File: src/sv/lrb_pkg.sv
// Shared types and constants of the banked line rasterizer.
// Holds the channel payload structs, the item kind codes and default sizes.
// No dependencies; every other file of the block uses this package.
`timescale 1ns / 1ps

package lrb_pkg;

  // Default sizes handed to the top level parameters.
  localparam int COORD_BITS_DEF       = 11;
  localparam int BANK_OFFSET_BITS_DEF = 16;

  // Fixed widths of the channel fields and of the stride register.
  localparam int FIELD_COORD_W = 11;
  localparam int COLOR_W       = 8;
  localparam int BANK_W        = 7;
  localparam int OFFSET_W      = 16;
  localparam int STRIDE_W      = 12;

  localparam logic [STRIDE_W-1:0] STRIDE_RESET = 12'd800;

  typedef enum logic {
    KIND_LOAD = 1'b0,
    KIND_STEP = 1'b1
  } kind_t;

  typedef struct packed {
    kind_t                    kind;
    logic [FIELD_COORD_W-1:0] x_start;
    logic [FIELD_COORD_W-1:0] y_start;
    logic [FIELD_COORD_W-1:0] x_end;
    logic [FIELD_COORD_W-1:0] y_end;
    logic [COLOR_W-1:0]       color;
  } lrb_in_t;

  typedef struct packed {
    logic [FIELD_COORD_W-1:0] pixel_x;
    logic [FIELD_COORD_W-1:0] pixel_y;
    logic [BANK_W-1:0]        bank;
    logic [OFFSET_W-1:0]      offset;
    logic                     bank_changed;
    logic [COLOR_W-1:0]       pixel_color;
    logic                     last;
  } lrb_out_t;

endpackage

File: src/sv/lrb_stream_if.sv
// Valid/ready stream interfaces for the command and pixel channels.
// Depends on lrb_pkg for the payload structs.
`timescale 1ns / 1ps

interface lrb_in_if;
  logic            valid;
  logic            ready;
  lrb_pkg::lrb_in_t data;

  modport source (output valid, output data, input ready);
  modport sink   (input valid, input data, output ready);
endinterface

interface lrb_out_if;
  logic             valid;
  logic             ready;
  lrb_pkg::lrb_out_t data;

  modport source (output valid, output data, input ready);
  modport sink   (input valid, input data, output ready);
endinterface

File: src/sv/line_rasterizer_banked.sv
// Top level of the banked Bresenham line rasterizer.
// Depends on lrb_pkg and on the stream interfaces in lrb_stream_if.sv.
`timescale 1ns / 1ps

// Channel   Direction  Handshake          Payload
// in_chan   sink       valid / ready      kind, x_start, y_start, x_end, y_end, color
// out_chan  source     valid / ready      pixel_x, pixel_y, bank, offset,
//                                         bank_changed, pixel_color, last
// cfg       write      cfg_we             cfg_wdata = line_stride
//
// One command is taken per cycle while in_chan.ready is high. A step that emits a pixel
// passes the middle stage, which registers the row times stride multiply, and then the
// output register, which takes the add of the column, the bank split and the bank compare.
// The Bresenham state advances in the cycle of the transfer, so steps run back to back.
// Reset is synchronous and active low; it clears the line state and loads stride 800.
// A stalled output holds its pixel; input is still taken while the middle stage is free.

module line_rasterizer_banked #(
  parameter int COORD_BITS       = lrb_pkg::COORD_BITS_DEF,
  parameter int BANK_OFFSET_BITS = lrb_pkg::BANK_OFFSET_BITS_DEF
) (
  input  logic                          clk,
  input  logic                          rst_n,
  lrb_in_if.sink                        in_chan,
  lrb_out_if.source                     out_chan,
  input  logic                          cfg_we,
  input  logic [lrb_pkg::STRIDE_W-1:0]  cfg_wdata
);

  localparam int ERR_W  = COORD_BITS + 2;
  localparam int PROD_W = COORD_BITS + lrb_pkg::STRIDE_W;
  localparam int ADDR_W = PROD_W + 1;
  localparam logic [ADDR_W-1:0] OFF_MASK = ADDR_W'((64'd1 << BANK_OFFSET_BITS) - 64'd1);

  // Line state.
  logic [lrb_pkg::STRIDE_W-1:0] stride_r,  stride_nxt;
  logic [COORD_BITS-1:0]        cur_x_r,   cur_x_nxt;
  logic [COORD_BITS-1:0]        cur_y_r,   cur_y_nxt;
  logic [COORD_BITS-1:0]        end_x_r,   end_x_nxt;
  logic [COORD_BITS-1:0]        end_y_r,   end_y_nxt;
  logic [COORD_BITS-1:0]        delta_x_r, delta_x_nxt;
  logic [COORD_BITS-1:0]        delta_y_r, delta_y_nxt;
  logic                         x_neg_r,   x_neg_nxt;
  logic                         y_neg_r,   y_neg_nxt;
  logic signed [ERR_W-1:0]      err_r,     err_nxt;
  logic [lrb_pkg::COLOR_W-1:0]  color_r,   color_nxt;
  logic                         active_r,  active_nxt;
  logic [lrb_pkg::BANK_W-1:0]   last_bank_r, last_bank_nxt;

  // Middle stage: the emitted point and its row product.
  logic                         s1_valid_r, s1_valid_nxt;
  logic [COORD_BITS-1:0]        s1_x_r,     s1_x_nxt;
  logic [COORD_BITS-1:0]        s1_y_r,     s1_y_nxt;
  logic [PROD_W-1:0]            s1_prod_r,  s1_prod_nxt;
  logic [lrb_pkg::COLOR_W-1:0]  s1_color_r, s1_color_nxt;
  logic                         s1_last_r,  s1_last_nxt;

  // Output stage.
  logic                         out_valid_r, out_valid_nxt;
  lrb_pkg::lrb_out_t            out_data_r,  out_data_nxt;

  logic                         out_adv;
  logic                         in_xfer;
  logic                         is_step;
  logic                         emit;
  logic                         done;

  // Load decode.
  logic [COORD_BITS-1:0]        ld_x0, ld_y0, ld_x1, ld_y1;
  logic [COORD_BITS-1:0]        ld_dx, ld_dy;
  logic signed [ERR_W-1:0]      ld_err;

  // Bresenham step.
  logic signed [ERR_W-1:0]      dx_s, dy_s;
  logic                         step_x, step_y;

  // Address split.
  logic [ADDR_W-1:0]            addr;
  logic [ADDR_W-1:0]            addr_shift;
  logic [ADDR_W-1:0]            addr_low;
  logic [lrb_pkg::BANK_W-1:0]   bank;

  // The output register takes a new pixel whenever it is empty or being drained;
  // the middle stage is free under the same condition or when it is empty.
  assign out_adv       = !out_valid_r || out_chan.ready;
  assign in_chan.ready = !s1_valid_r || out_adv;
  assign in_xfer       = in_chan.valid && in_chan.ready;
  assign is_step       = (in_chan.data.kind == lrb_pkg::KIND_STEP);
  assign emit          = in_xfer && is_step && active_r;
  assign done          = (cur_x_r == end_x_r) && (cur_y_r == end_y_r);

  assign ld_x0  = COORD_BITS'(in_chan.data.x_start);
  assign ld_y0  = COORD_BITS'(in_chan.data.y_start);
  assign ld_x1  = COORD_BITS'(in_chan.data.x_end);
  assign ld_y1  = COORD_BITS'(in_chan.data.y_end);
  assign ld_dx  = (ld_x1 > ld_x0) ? (ld_x1 - ld_x0) : (ld_x0 - ld_x1);
  assign ld_dy  = (ld_y1 > ld_y0) ? (ld_y1 - ld_y0) : (ld_y0 - ld_y1);
  assign ld_err = (ld_dx > ld_dy) ? $signed({2'b00, ld_dx >> 1})
                                  : -$signed({2'b00, ld_dy >> 1});

  // The classic error test uses the error before either update of this step.
  assign dx_s   = $signed({2'b00, delta_x_r});
  assign dy_s   = $signed({2'b00, delta_y_r});
  assign step_x = err_r > -dx_s;
  assign step_y = err_r < dy_s;

  always_comb begin
    stride_nxt    = cfg_we ? cfg_wdata : stride_r;
    cur_x_nxt     = cur_x_r;
    cur_y_nxt     = cur_y_r;
    end_x_nxt     = end_x_r;
    end_y_nxt     = end_y_r;
    delta_x_nxt   = delta_x_r;
    delta_y_nxt   = delta_y_r;
    x_neg_nxt     = x_neg_r;
    y_neg_nxt     = y_neg_r;
    err_nxt       = err_r;
    color_nxt     = color_r;
    active_nxt    = active_r;

    if (in_xfer && !is_step) begin
      // A load replaces any line in progress at once.
      cur_x_nxt   = ld_x0;
      cur_y_nxt   = ld_y0;
      end_x_nxt   = ld_x1;
      end_y_nxt   = ld_y1;
      delta_x_nxt = ld_dx;
      delta_y_nxt = ld_dy;
      x_neg_nxt   = !(ld_x0 < ld_x1);
      y_neg_nxt   = !(ld_y0 < ld_y1);
      err_nxt     = ld_err;
      color_nxt   = in_chan.data.color;
      active_nxt  = 1'b1;
    end else if (emit) begin
      if (done) begin
        active_nxt = 1'b0;
      end else begin
        err_nxt = err_r - (step_x ? dy_s : '0) + (step_y ? dx_s : '0);
        if (step_x) begin
          cur_x_nxt = x_neg_r ? (cur_x_r - COORD_BITS'(1)) : (cur_x_r + COORD_BITS'(1));
        end
        if (step_y) begin
          cur_y_nxt = y_neg_r ? (cur_y_r - COORD_BITS'(1)) : (cur_y_r + COORD_BITS'(1));
        end
      end
    end
  end

  // Middle stage: the point as it stood before the update, with its row product.
  always_comb begin
    s1_valid_nxt = s1_valid_r;
    s1_x_nxt     = s1_x_r;
    s1_y_nxt     = s1_y_r;
    s1_prod_nxt  = s1_prod_r;
    s1_color_nxt = s1_color_r;
    s1_last_nxt  = s1_last_r;
    if (emit) begin
      s1_valid_nxt = 1'b1;
      s1_x_nxt     = cur_x_r;
      s1_y_nxt     = cur_y_r;
      s1_prod_nxt  = {{lrb_pkg::STRIDE_W{1'b0}}, cur_y_r} * {{COORD_BITS{1'b0}}, stride_r};
      s1_color_nxt = color_r;
      s1_last_nxt  = done;
    end else if (out_adv) begin
      s1_valid_nxt = 1'b0;
    end
  end

  // Output stage: finish the linear address and split it into bank and offset.
  assign addr       = {1'b0, s1_prod_r} + {{(ADDR_W - COORD_BITS){1'b0}}, s1_x_r};
  assign addr_shift = addr >> BANK_OFFSET_BITS;
  assign addr_low   = addr & OFF_MASK;
  assign bank       = addr_shift[lrb_pkg::BANK_W-1:0];

  always_comb begin
    out_valid_nxt = out_valid_r;
    out_data_nxt  = out_data_r;
    last_bank_nxt = last_bank_r;
    if (out_adv) begin
      out_valid_nxt = s1_valid_r;
      if (s1_valid_r) begin
        out_data_nxt.pixel_x      = lrb_pkg::FIELD_COORD_W'(s1_x_r);
        out_data_nxt.pixel_y      = lrb_pkg::FIELD_COORD_W'(s1_y_r);
        out_data_nxt.bank         = bank;
        out_data_nxt.offset       = addr_low[lrb_pkg::OFFSET_W-1:0];
        out_data_nxt.bank_changed = (bank != last_bank_r);
        out_data_nxt.pixel_color  = s1_color_r;
        out_data_nxt.last         = s1_last_r;
        // Pixels leave this stage in order, so the bank kept here is always
        // the bank of the pixel emitted just before.
        last_bank_nxt             = bank;
      end
    end
  end

  always_ff @(posedge clk) begin
    if (!rst_n) begin
      stride_r    <= lrb_pkg::STRIDE_RESET;
      cur_x_r     <= '0;
      cur_y_r     <= '0;
      end_x_r     <= '0;
      end_y_r     <= '0;
      delta_x_r   <= '0;
      delta_y_r   <= '0;
      x_neg_r     <= 1'b0;
      y_neg_r     <= 1'b0;
      err_r       <= '0;
      color_r     <= '0;
      active_r    <= 1'b0;
      last_bank_r <= '0;
      s1_valid_r  <= 1'b0;
      out_valid_r <= 1'b0;
    end else begin
      stride_r    <= stride_nxt;
      cur_x_r     <= cur_x_nxt;
      cur_y_r     <= cur_y_nxt;
      end_x_r     <= end_x_nxt;
      end_y_r     <= end_y_nxt;
      delta_x_r   <= delta_x_nxt;
      delta_y_r   <= delta_y_nxt;
      x_neg_r     <= x_neg_nxt;
      y_neg_r     <= y_neg_nxt;
      err_r       <= err_nxt;
      color_r     <= color_nxt;
      active_r    <= active_nxt;
      last_bank_r <= last_bank_nxt;
      s1_valid_r  <= s1_valid_nxt;
      out_valid_r <= out_valid_nxt;
    end
  end

  // Payload registers carry no reset.
  always_ff @(posedge clk) begin
    s1_x_r     <= s1_x_nxt;
    s1_y_r     <= s1_y_nxt;
    s1_prod_r  <= s1_prod_nxt;
    s1_color_r <= s1_color_nxt;
    s1_last_r  <= s1_last_nxt;
    out_data_r <= out_data_nxt;
  end

  assign out_chan.valid = out_valid_r;
  assign out_chan.data  = out_data_r;

  // A pixel in the middle stage holds while the output register stays full.
  a_s1_hold: assert property (@(posedge clk) disable iff (!rst_n)
    (s1_valid_r && !out_adv) |=> (s1_valid_r && $stable(s1_x_r) && $stable(s1_prod_r)))
    else $error("middle stage changed while the output was stalled");

  // A step taken with no line in progress never produces a pixel.
  a_idle_step: assert property (@(posedge clk) disable iff (!rst_n)
    (in_xfer && is_step && !active_r) |=> !s1_valid_r)
    else $error("step without an active line produced a pixel");

  // The final pixel of a line ends it.
  a_last_ends: assert property (@(posedge clk) disable iff (!rst_n)
    (emit && done) |=> (!active_r && s1_valid_r && s1_last_r))
    else $error("final pixel did not end the line");

endmodule

File: src/flat_wrapper.sv
// flat-port wrapper written by rule: the top's interface ports become plain ports
module line_rasterizer_banked_flat 
#(
  parameter int COORD_BITS       = lrb_pkg::COORD_BITS_DEF,
  parameter int BANK_OFFSET_BITS = lrb_pkg::BANK_OFFSET_BITS_DEF
)
  (clk, rst_n, cfg_we, cfg_wdata, in_chan_valid, in_chan_data, in_chan_ready, out_chan_valid, out_chan_data, out_chan_ready);
  lrb_in_if in_chan_i ();
  lrb_out_if out_chan_i ();
  input  logic clk;
  input  logic rst_n;
  input  logic cfg_we;
  input  logic [lrb_pkg::STRIDE_W-1:0] cfg_wdata;
  input wire logic [$bits(in_chan_i.valid)-1:0] in_chan_valid;
  input wire logic [$bits(in_chan_i.data)-1:0] in_chan_data;
  output wire logic [$bits(in_chan_i.ready)-1:0] in_chan_ready;
  output wire logic [$bits(out_chan_i.valid)-1:0] out_chan_valid;
  output wire logic [$bits(out_chan_i.data)-1:0] out_chan_data;
  input wire logic [$bits(out_chan_i.ready)-1:0] out_chan_ready;
  assign in_chan_i.valid = in_chan_valid;
  assign in_chan_i.data = in_chan_data;
  assign in_chan_ready = in_chan_i.ready;
  assign out_chan_valid = out_chan_i.valid;
  assign out_chan_data = out_chan_i.data;
  assign out_chan_i.ready = out_chan_ready;
  line_rasterizer_banked #(.COORD_BITS(COORD_BITS), .BANK_OFFSET_BITS(BANK_OFFSET_BITS)) u_core (.clk(clk), .rst_n(rst_n), .in_chan(in_chan_i), .out_chan(out_chan_i), .cfg_we(cfg_we), .cfg_wdata(cfg_wdata));
endmodule
File: config.mk
export PLATFORM = sky130hd
export DESIGN_NAME = line_rasterizer_banked_flat
export DESIGN_NICKNAME = d
export VERILOG_FILES = /design/src/sv/lrb_pkg.sv /design/src/sv/lrb_stream_if.sv /design/src/sv/line_rasterizer_banked.sv /design/src/flat_wrapper.sv
export SDC_FILE = /design/constraint.sdc
export NUM_CORES = 1
export LEC_CHECK = 0
export ABC_CLOCK_PERIOD_IN_PS = 7550
export BUFFER_PORTS_ARGS = -buffer_cell sky130_fd_sc_hd__buf_2
export CAP_MARGIN = 20
export CORE_MARGIN = 2
export CORE_UTILIZATION = 51
export DETAILED_ROUTE_END_ITERATION = 12
export PLACE_DENSITY = 0.71
export SLEW_MARGIN = 5
export SYNTH_ARGS = -nofsm -noshare
export SYNTH_HDL_FRONTEND = slang
export SYNTH_SLANG_ARGS = --single-unit
File: constraint.sdc
create_clock -name clk -period 7.55 [get_ports clk]
set_input_delay 0.3775 -clock clk [delete_from_list [all_inputs] [get_ports clk]]
set_output_delay 0.3775 -clock clk [all_outputs]
set_load 0.02 [all_outputs]
### Word-level counts from Yosys, hierarchy flattened

Index checks and enable logic that the tools add are counted.

* divide/modulo/power cells: 0
* shift operators: 0
* mux-type cells: 23
* $mul: 1
* $add $sub $neg: 13
* bitwise logic cells: 0
* order comparisons: 7
* equality and inequality tests: 4
* reduce and logical (&&, ||, !) cells: 22

Operator list (number)
* $mux 11: 14
* $mux 13: 4
* $sub 11x11->11: 4
* $gt 11x11->1: 3
* $add 23x11->23: 1
* $mul 11x12->23: 1
* $add 11x1->11 const B: 2
* $eq 11x11->1: 2
* $lt 11x11->1: 2
* $sub 11x1->11 const B: 2
* $add 13x13->13: 1
* $gt 13x13->1: 1
* $lt 13x12->1: 1
* $neg 10->13: 1
* $neg 11->13: 1
* $sub 13x13->13: 1
* $reduce_bool 2->1: 5
* $ne 7x7->1: 1
* $reduce_and 2->1: 3
* $reduce_and 3->1: 2
* $logic_and 1x1->1: 5
* $logic_not 1->1: 5
* $mux 1: 5
* $logic_or 1x1->1: 2
* $ne 2x2->1 const B: 1

* bits in writable memories: 0
* bits in registers: 220
* input port bits: 70
* logic and storage cells: 97
* bits in latches: 0
* memories: 0
* output and inout port bits: 57
* memory bits (read-only): 0

### Depth between registers and ports, before layout

Gate-level depths: netlist of the first run.

* depth after elaboration: 8
* depth in mapped cells: 28

### Worst setup path after synthesis of the first run

OpenSTA, ideal clock, no wires.

* path type: flip-flop to flip-flop
* start: register u_core.cur_y_r[2]
* end: register u_core.s1_prod_r[22] (data pin)
* period minus slack after synthesis: 5501 ps
* data required time: 7289 ps
* arrival: 5240 ps
* stages on the path, launching flop included: 21
* setup time: 261 ps
* path slack: 2049 ps
* path through: dfxtp_1 clkbuf_1 nand2_1 fa_1 inv_1 fa_1 inv_1 fa_1 fa_1 inv_1 fa_1 ha_1 a21o_1 a21o_1 a21oi_1 nand2b_1 o41ai_1 o211a_1 o21a_1 o21a_1 a311o_1

* word-level cells in the longest chain between the ends: 1

RTL lines
* from (decl): line line_rasterizer_banked.sv:38 `logic [COORD_BITS-1:0] cur_y_r, cur_y_nxt;`
* from (signal assigned): line line_rasterizer_banked.sv:216 `cur_y_r <= cur_y_nxt;`
* $mul 11x12->23: line line_rasterizer_banked.sv:161 `s1_prod_nxt = {{lrb_pkg::STRIDE_W{1'b0}}, cur_y_r} * {{COORD_BITS{1'b0}}, stride_r};`
* to (signal assigned): line line_rasterizer_banked.sv:236 `s1_prod_r <= s1_prod_nxt;`
* to (decl): line line_rasterizer_banked.sv:54 `logic [PROD_W-1:0] s1_prod_r, s1_prod_nxt;`

Every way passes these cells.
A chain may end at the register's enable or synchronous reset.

### Worst setup path after layout of the first run

* start: register u_core.cur_y_r[10]
* end: register u_core.s1_prod_r[22] (data pin)

The elaborated chain is that of the path after synthesis.

==> impl_results.md, run 1 <==
- # rows: 68
- YS warnings: 0
- DP HPWL: between 30000 and 40000 um
- # IOs: ~130
- #FFs+latches synth: 220
- Final Hold Viols: 0
- # setup viols final: 0
- Tot Pwr: 0.00435 W
- Async set-reset flop share out of synthesis: 0%
- Layout area overhead: 10.1%
- Total number of vias: between 10k and 15k
- Fin nets: between 2k and 2.5k
- Largest net degree at the start of global routing: a little over 90
- DRC violations left: 0
- Avg Cell Area, Syn: approximately 9.3 um2
- Pwr per Cell Area: ~220 nW/um2
- First-pass detailed-route iteration total: 5
- CTS Root Buffer Type: clkbuf_16
- Outcome: finished clean
- Slew HR: 31.3%
- GRT Total Usage: approximately 24%
- Hold_buf cts: 0
- H-tree levels: 1
- Max clock buf depth: 3
- Worst slew pin tran: 1.03 ns
- Highest metal used: met4
- Data arrival, critical path: roughly 6.1 ns
- Post-synth net total: 2281
- Worst-path clk slew: roughly 0.06 ns
- Most common cell after layout, fill and taps aside: inv_1
- Post-cts sizing count: 0
- Total Wirelength: approximately 43000 um
- Crit-path max FO: 16
- Worst EP required: 7.83 ns
- Clock sink count: 220
- DR WL met2: just under 20000 um
- CP Class: register to register
- Min Tclk post-route: 5.80 ns
- Synth unique cells: 77
- Design area: between 15000 and 20000 um2
- DR vias/cell: between 5 and 6
- Die area: about 36000 um2
- CTS tree: yes
- CORE AREA: 34500 um2
- DR iter-0 viols: between 700 and 800
- Global route overflow: 0
- Seq/Total Area, Yosys: about 30%
- Vias in the first global route: around 14k
- Max-cap viol count: 0
- Post-synth EDFFs: between 100 and 150
- WL met3: about 2700 um
- RSZ-0062 raised after global routing: no
- Remaining antenna violation count: 0
- Die height: approximately 190 um
- Initial antenna violation count: 0
- Starting Density: 51.7%
- Placed Area: around 19000 um2
- Routed len/inst: roughly 17 um
- CP Capture Type: register
- Worst skew pair latency: around 0.54 ns
- First-pass GRT wire length: just over 70000 um
- Leakage: around 9.0 nW
- Commonest non-fill, non-tap cells in the layout: inv_1, nand2_1, ha_1
- HP Class: input port to register
- Crit share post-route: about three quarters
- Diode count: 0
- # port buffers: roughly 130
- Final Slew Violations: 0
- Gpl congestion: 0.910
- Synth Cell Area: 17800 um2
- Skew final: about 0.023 ns
- Cts bufs inserted: 24
- Setup_tns: 0 ns
- Post-Synthesis Cells: 1920
- Number of buffers added for setup after CTS: 0
- Layout cells sized above 1: about a tenth
- Post-synth top flop: dfxtp_1
- Worst vdd ir: 0.173 mV
- Critical Path Start Type: register
- Die width: between 150 and 200 um
- Max Freq: between 150 and 200 MHz
- Met1 wire length: 19700 um
==> area by class of cell <==
class,instances,area [um2]
fillers,3061,14900
multi-input cells,1360,11000
flip-flops and latches,220,5500
inverters,262,983
repair buffers,136,706
clock buffers,33,686
well taps,455,569
clock inverters,11,175
==> state kept, by name, summed over array words and instances, names as in the netlist, 7 cells and up <==
| signal | flops |
|---|---|
| u_core.out_chan.data | 55 |
| u_core.cur_x_r | 11 |
| u_core.s1_color_r | 8 |
| u_core.s1_y_r | 11 |
| u_core.err_r | 13 |
| u_core.s1_prod_r | 23 |
| u_core.delta_y_r | 11 |
| u_core.end_x_r | 11 |
| u_core.delta_x_r | 11 |
| u_core.last_bank_r | 7 |
| u_core.s1_x_r | 11 |
| u_core.color_r | 8 |
| u_core.cur_y_r | 11 |
| u_core.stride_r | 12 |
| u_core.end_y_r | 11 |
==> layer usage <==
| layer | GRT usage (%) | vias up |
|---|---|---|
| met2 | 39.6 | 401 |
| met5 | 0 | - |
| met3 | 3.29 | 70 |
| met4 | 7.96 | 0 |
| met1 | 33.5 | 6621 |
| li1 | - | 6637 |
==> Yosys cell counts, types with 6 or more instances <==
| cell | n | area (um2) |
|---|---|---|
| and2_1 | 70 | 438 |
| nand3_1 | 21 | 105 |
| ha_1 | 184 | 2300 |
| buf_1 | 8 | 30.0 |
| a21o_1 | 39 | 293 |
| fa_1 | 107 | 2140 |
| nor3_1 | 28 | 140 |
| and4_1 | 6 | 52.6 |
| nand2b_1 | 11 | 68.8 |
| o21ai_0 | 65 | 325 |
| edfxtp_1 | 109 | 3270 |
| a211oi_1 | 31 | 233 |
| nand2_1 | 226 | 848 |
| o21a_1 | 20 | 150 |
| nand4_1 | 17 | 106 |
| o211ai_1 | 8 | 60.1 |
| xnor2_1 | 60 | 526 |
| nor4_1 | 9 | 56.3 |
| a21boi_0 | 8 | 60.1 |
| and3_1 | 11 | 68.8 |
| dfxtp_1 | 111 | 2220 |
| clkbuf_1 | 58 | 218 |
| nor2_1 | 112 | 420 |
| a21oi_1 | 94 | 470 |
| xor2_1 | 60 | 526 |
| inv_1 | 262 | 983 |
| nor2b_1 | 21 | 131 |
| a31oi_1 | 7 | 43.8 |
| a221oi_1 | 16 | 140 |
| o31ai_1 | 6 | 45.0 |
| mux2i_1 | 39 | 390 |
| a31o_2 | 6 | 52.6 |
==> critical path, stage by stage, from the launching register on <==
cell,delay (ns)
dfxtp_1,0.79
nand2_1,0.19
fa_1,0.52
inv_1,0.05
fa_1,0.47
inv_1,0.05
fa_1,0.44
fa_1,0.49
inv_1,0.05
fa_1,0.43
ha_1,0.38
nand3_1,0.16
o41ai_1,0.63
o211a_1,0.24
o21a_1,0.13
o21a_1,0.15
nor4_1,0.06
a311o_1,0.32
==> power breakdown <==
group | total [W] | switching, W | leakage (nW) | internal [W]
Combinational | 0.00164 | 0.000953 | 6.66 | 0.000687
Sequential | 0.00144 | 0.000104 | 1.91 | 0.00133
Clock | 0.00127 | 0.000494 | 0.418 | 0.000777
Total | 0.00435 | 0.00155 | 8.99 | 0.00280
==> path summary, 6_finish.rpt <==
kind	from	slack, ns	endpoint	cells after the start
setup reg to reg	u_core.cur_y_r[10]$_SDFFE_PN0P_	1.75	u_core.s1_prod_r[22]$_DFFE_PP_	17
hold reg to reg	u_core.s1_color_r[3]$_DFFE_PP_	0.42	u_core.out_chan.data[4]$_DFFE_PP_	0
hold / removal	in_chan_data[0]	0.08	u_core.color_r[0]$_SDFFE_PN0P_	3
setup / recovery	u_core.cur_y_r[10]$_SDFFE_PN0P_	1.75	u_core.s1_prod_r[22]$_DFFE_PP_	17
==> cells by family after synthesis <==
kind of cell	synth area share [%]
flip-flops	30.9
multiplexers	2.26
XOR/XNOR	6.12
AO/OA/AOI/OAI	13.5
AND/OR/NAND/NOR	14.8
adder cells (fa/ha/maj)	25.0
buffers and inverters	7.49
==> metrics by stage <==
stage	setup WS [ns]	utilization [%]	std cells	hold slack [ns]
6_report	1.75	56.9	2477	0.0766
5_1_grt	1.37	56.9	2477	0.0728
3_3_place_gp	1.86	54.4	2433	0.402
4_1_cts	1.74	56.9	2477	0.0622
3_5_place_dp	1.76	54.4	2433	0.406
2_1_floorplan	2.05	-	1920	0.400
Note: power is estimated with default switching activity, not from simulation.
==> inputs of run 2 (changes only) <==
--- a/config.mk
+++ b/config.mk
@@ -5,7 +5,8 @@
 export SDC_FILE = /design/constraint.sdc
 export NUM_CORES = 1
 export LEC_CHECK = 0
-export ABC_CLOCK_PERIOD_IN_PS = 7550
+export ABC_AREA = 1
+export ABC_CLOCK_PERIOD_IN_PS = 5900
 export BUFFER_PORTS_ARGS = -buffer_cell sky130_fd_sc_hd__buf_2
 export CAP_MARGIN = 20
 export CORE_MARGIN = 2
==> constraint.sdc (replaced) <==
create_clock -name clk -period 5.9 [get_ports clk]
set_input_delay 0.295 -clock clk [delete_from_list [all_inputs] [get_ports clk]]
set_output_delay 0.295 -clock clk [all_outputs]
set_load 0.02 [all_outputs]
==> run 2 against run 1 <==
Effect of this change:
- flip-flop and latch count stayed put
- highest routed layer unchanged
- critical path depth unchanged
- worst hold slack lost 0.035 ns
- sequential share of layout area down 1.8 points
==> impl_results.md, run 2 <==
- Outcome: finished clean
- Crit-path max FO: 16
- Die area: between 30000 and 40000 um2
- CTS Root Buffer Type: clkbuf_16
- Crit path capture: u_core.s1_prod_r[20]$_DFFE_PP_
- Reg2reg end: u_core.s1_prod_r[20]$_DFFE_PP_
- GRT Total Usage: a little over a quarter
- Met1 usage: approximately a third
- Layout cells sized above 1: about 9%
- RSZ-0062 raised after global routing: no
- #FFs+latches synth: 220
- DP HPWL: ~39000 um
- Diode count: 0
- Cts bufs inserted: 26
- Most common cell after layout, fill and taps aside: nand2_1
- Worst skew pair latency: between 0.5 and 0.6 ns
- H-tree levels: 1
- YS warnings: 0
- Largest net degree at the start of global routing: 94
- PnR worst setup slack: between 0.5 and 0.6 ns
- Skew final: ~0.03 ns
- Clock sink count: 220
- GR Layer Usage met3: 2.56%
- Fin nets: just under 3k
- DR vias/cell: roughly 5.3
- Gr busiest metal: met2
- CP top delay family: adder cells
- Global route overflow: 0
- Top cells by area, synth: edfxtp_1, ha_1, dfxtp_1
- Final Slew Violations: 0
- Worst setup startpoint: u_core.cur_y_r[4]$_SDFFE_PN0P_
- Placed Area: about 20000 um2
- Setup_tns: 0 ns
- Leakage: around 11 nW
- CORE AREA: 36500 um2
- Pwr per Cell Area: around 260 nW/um2
- Async set-reset flop share out of synthesis: 0%
- Die height: between 150 and 200 um
- CTS tree: yes
- # port buffers: 126
- Worst slew pin tran: 0.891 ns
- Critical-path cell with the highest stage delay: dfxtp_1
- Reg2Reg Depth: 17
- Critical Path Start Type: register
- Most common cell in the netlist: nand2_1
- Post-synth top flop: dfxtp_1
- Total number of vias: between 15k and 20k
- Post-Synthesis Cells: ~2.5k
- Switching Share: 36.6%
- DRC violations left: 0
- Slew HR: between 40% and 50%
- Largest area contributor in the netlist: edfxtp_1
- Pre-CTS setup slack: about 0.56 ns
- Total Wirelength: 49700 um
- Worst vdd ir: ~0.19 mV
- First-pass detailed-route iteration total: 5
- Internal: 0.00343 W
- Starting Density: between 50% and 60%
- Post-synth net total: between 2k and 3k
- Largest register FFs: 55
- Commonest non-fill, non-tap cells in the layout: nand2_1, inv_1, ha_1
- WHS: ~0.042 ns
- HP Class: input port to register
- Flop2flop setup slack: 0.56 ns
- Synth unique cells: 50
- Crit-path cells: nand2_1, fa_1, fa_1, fa_1, fa_1, inv_1, fa_1, ha_1, a21oi_1, inv_1, a31oi_1, o21ai_0, a31oi_1, o21bai_1, nand2_1, nand2_1, xor2_1
- DR iter-0 viols: approximately 920
- Max-cap viol count: 0
- Worst-path clk slew: 0.06 ns
- Avg Cell Area, Syn: about 7.7 um2
- Remaining antenna violation count: 0
- CP Class: register to register
- CP bufs+invs: 2
- CP Capture Type: register
- # setup viols final: 0
- Critical Path Stages: 17
- Min Tclk post-route: between 5 and 6 ns
- Most used cell, CP: fa_1
- Vias in the first global route: roughly 16k
- Max Freq: 187 MHz
- Die width: 196 um
- Worst EP required: around 6.2 ns
- Routed len/inst: 16.2 um
- Seq/Total Area, Yosys: 29.1%
- Post-cts sizing count: 0
- Post-synth top cells: nand2_1, inv_1, ha_1
- Initial antenna violation count: 0
- Gpl congestion: around 0.97
- Top-area cell type share of the netlist area: about 17%
- Worst path max stage delay: between 0.8 and 0.9 ns
- Final Hold Viols: 0
- # rows: 70
- Synth Cell Area: ~19000 um2
- Sequential power share: 33.5%
- Psw: between 0.0015 and 0.002 W
- Post-synth EDFFs: approximately 110
- Combinational fraction of design power: between 30% and 40%
- Max clock buf depth: 3
- Design area: 21000 um2
- Layout area overhead: 11.3%
- Crit share post-route: 90.5%
- Data arrival, critical path: about 5.6 ns
- # IOs: about 130
- Clk pwr share: about 32%
- Reg-to-Reg Start: u_core.cur_y_r[4]$_SDFFE_PN0P_
- Met2 Use GR: between 40% and 50%
- First-pass GRT wire length: approximately 82000 um
-- run 2: cell type report --
type,count,area (um2)
Clock inverter,17,203
Multi-Input combinational cell,1695,11300
Inverter,470,1760
Timing Repair Buffer,155,888
Fill cell,3352,15500
Tap cell,468,586
Clock buffer,31,732
Sequential cell,220,5500
-- run 2: per-layer routing --
metal	part of all wire (%)	wire length, um
met1	44	22100
met2	49	24200
met3	4.3	2110
met4	2.6	1280
met5	0	0
-- run 2: repair_timing --
item | 4_1_cts | 5_1_grt
endpoints found under the hold margin | 16 | 0
endpoints found under the setup margin | 0 | 0
buffers inserted | 0 | 0
hold buffers | 16 | 0
-- run 2: how the worst min path moves through the flow --
stage                                    start                            endpoint  cells past startpoint
finish                            cfg_wdata[5]     u_core.stride_r[5]$_SDFFE_PN1P_                      3
floorplan           u_core.s1_last_r$_DFFE_PP_   u_core.out_chan.data[0]$_DFFE_PP_                      0
CTS                               cfg_wdata[5]     u_core.stride_r[5]$_SDFFE_PN1P_                      3
global route                      cfg_wdata[5]     u_core.stride_r[5]$_SDFFE_PN1P_                      3
global placement    u_core.s1_y_r[0]$_DFFE_PP_  u_core.out_chan.data[33]$_DFFE_PP_                      0
detailed placement  u_core.s1_last_r$_DFFE_PP_   u_core.out_chan.data[0]$_DFFE_PP_                      0
-- run 2: power by group through the flow --
stage                     logic [W]  clock network [W]  registers, W
final                       0.00186            0.00174       0.00181
after global routing        0.00212            0.00184       0.00182
after CTS                   0.00184            0.00177       0.00181
after detailed placement    0.00182                  0       0.00184
after global placement      0.00178                  0       0.00184
after floorplan             0.00141                  0       0.00178
-- run 2: kinds of logic (layout without fill, tap and decap cells) --
group | after synthesis | in the layout | synth area share (%)
buffers and inverters | 537 | 673 | 10.9
flip-flops | 220 | 220 | 29.1
adder cells (fa/ha/maj) | 291 | 291 | 23.6
AND/OR/NAND/NOR | 906 | 906 | 20.5
XOR/XNOR | 99 | 99 | 4.60
AO/OA/AOI/OAI | 399 | 399 | 11.4
-- run 2: through the flow --
step	total power [W]	cells	util (%)
2_1_floorplan	0.00319	2452	-
3_3_place_gp	0.00362	2992	54.5
3_5_place_dp	0.00366	2992	54.5
4_1_cts	0.00542	3056	57.5
5_1_grt	0.00577	3056	57.5
6_report	0.00541	3056	57.5
-- run 2: worst register-to-register path, cell delays in order (launching register included) --
cell      delay (ns)
dfxtp_1         0.84
nand2_1         0.16
fa_1            0.54
fa_1            0.46
fa_1            0.51
fa_1            0.49
inv_1           0.05
fa_1            0.47
ha_1            0.37
a21oi_1         0.20
inv_1           0.06
a31oi_1         0.20
o21ai_0         0.13
a31oi_1         0.25
o21bai_1        0.13
nand2_1         0.08
nand2_1         0.06
xor2_1          0.14
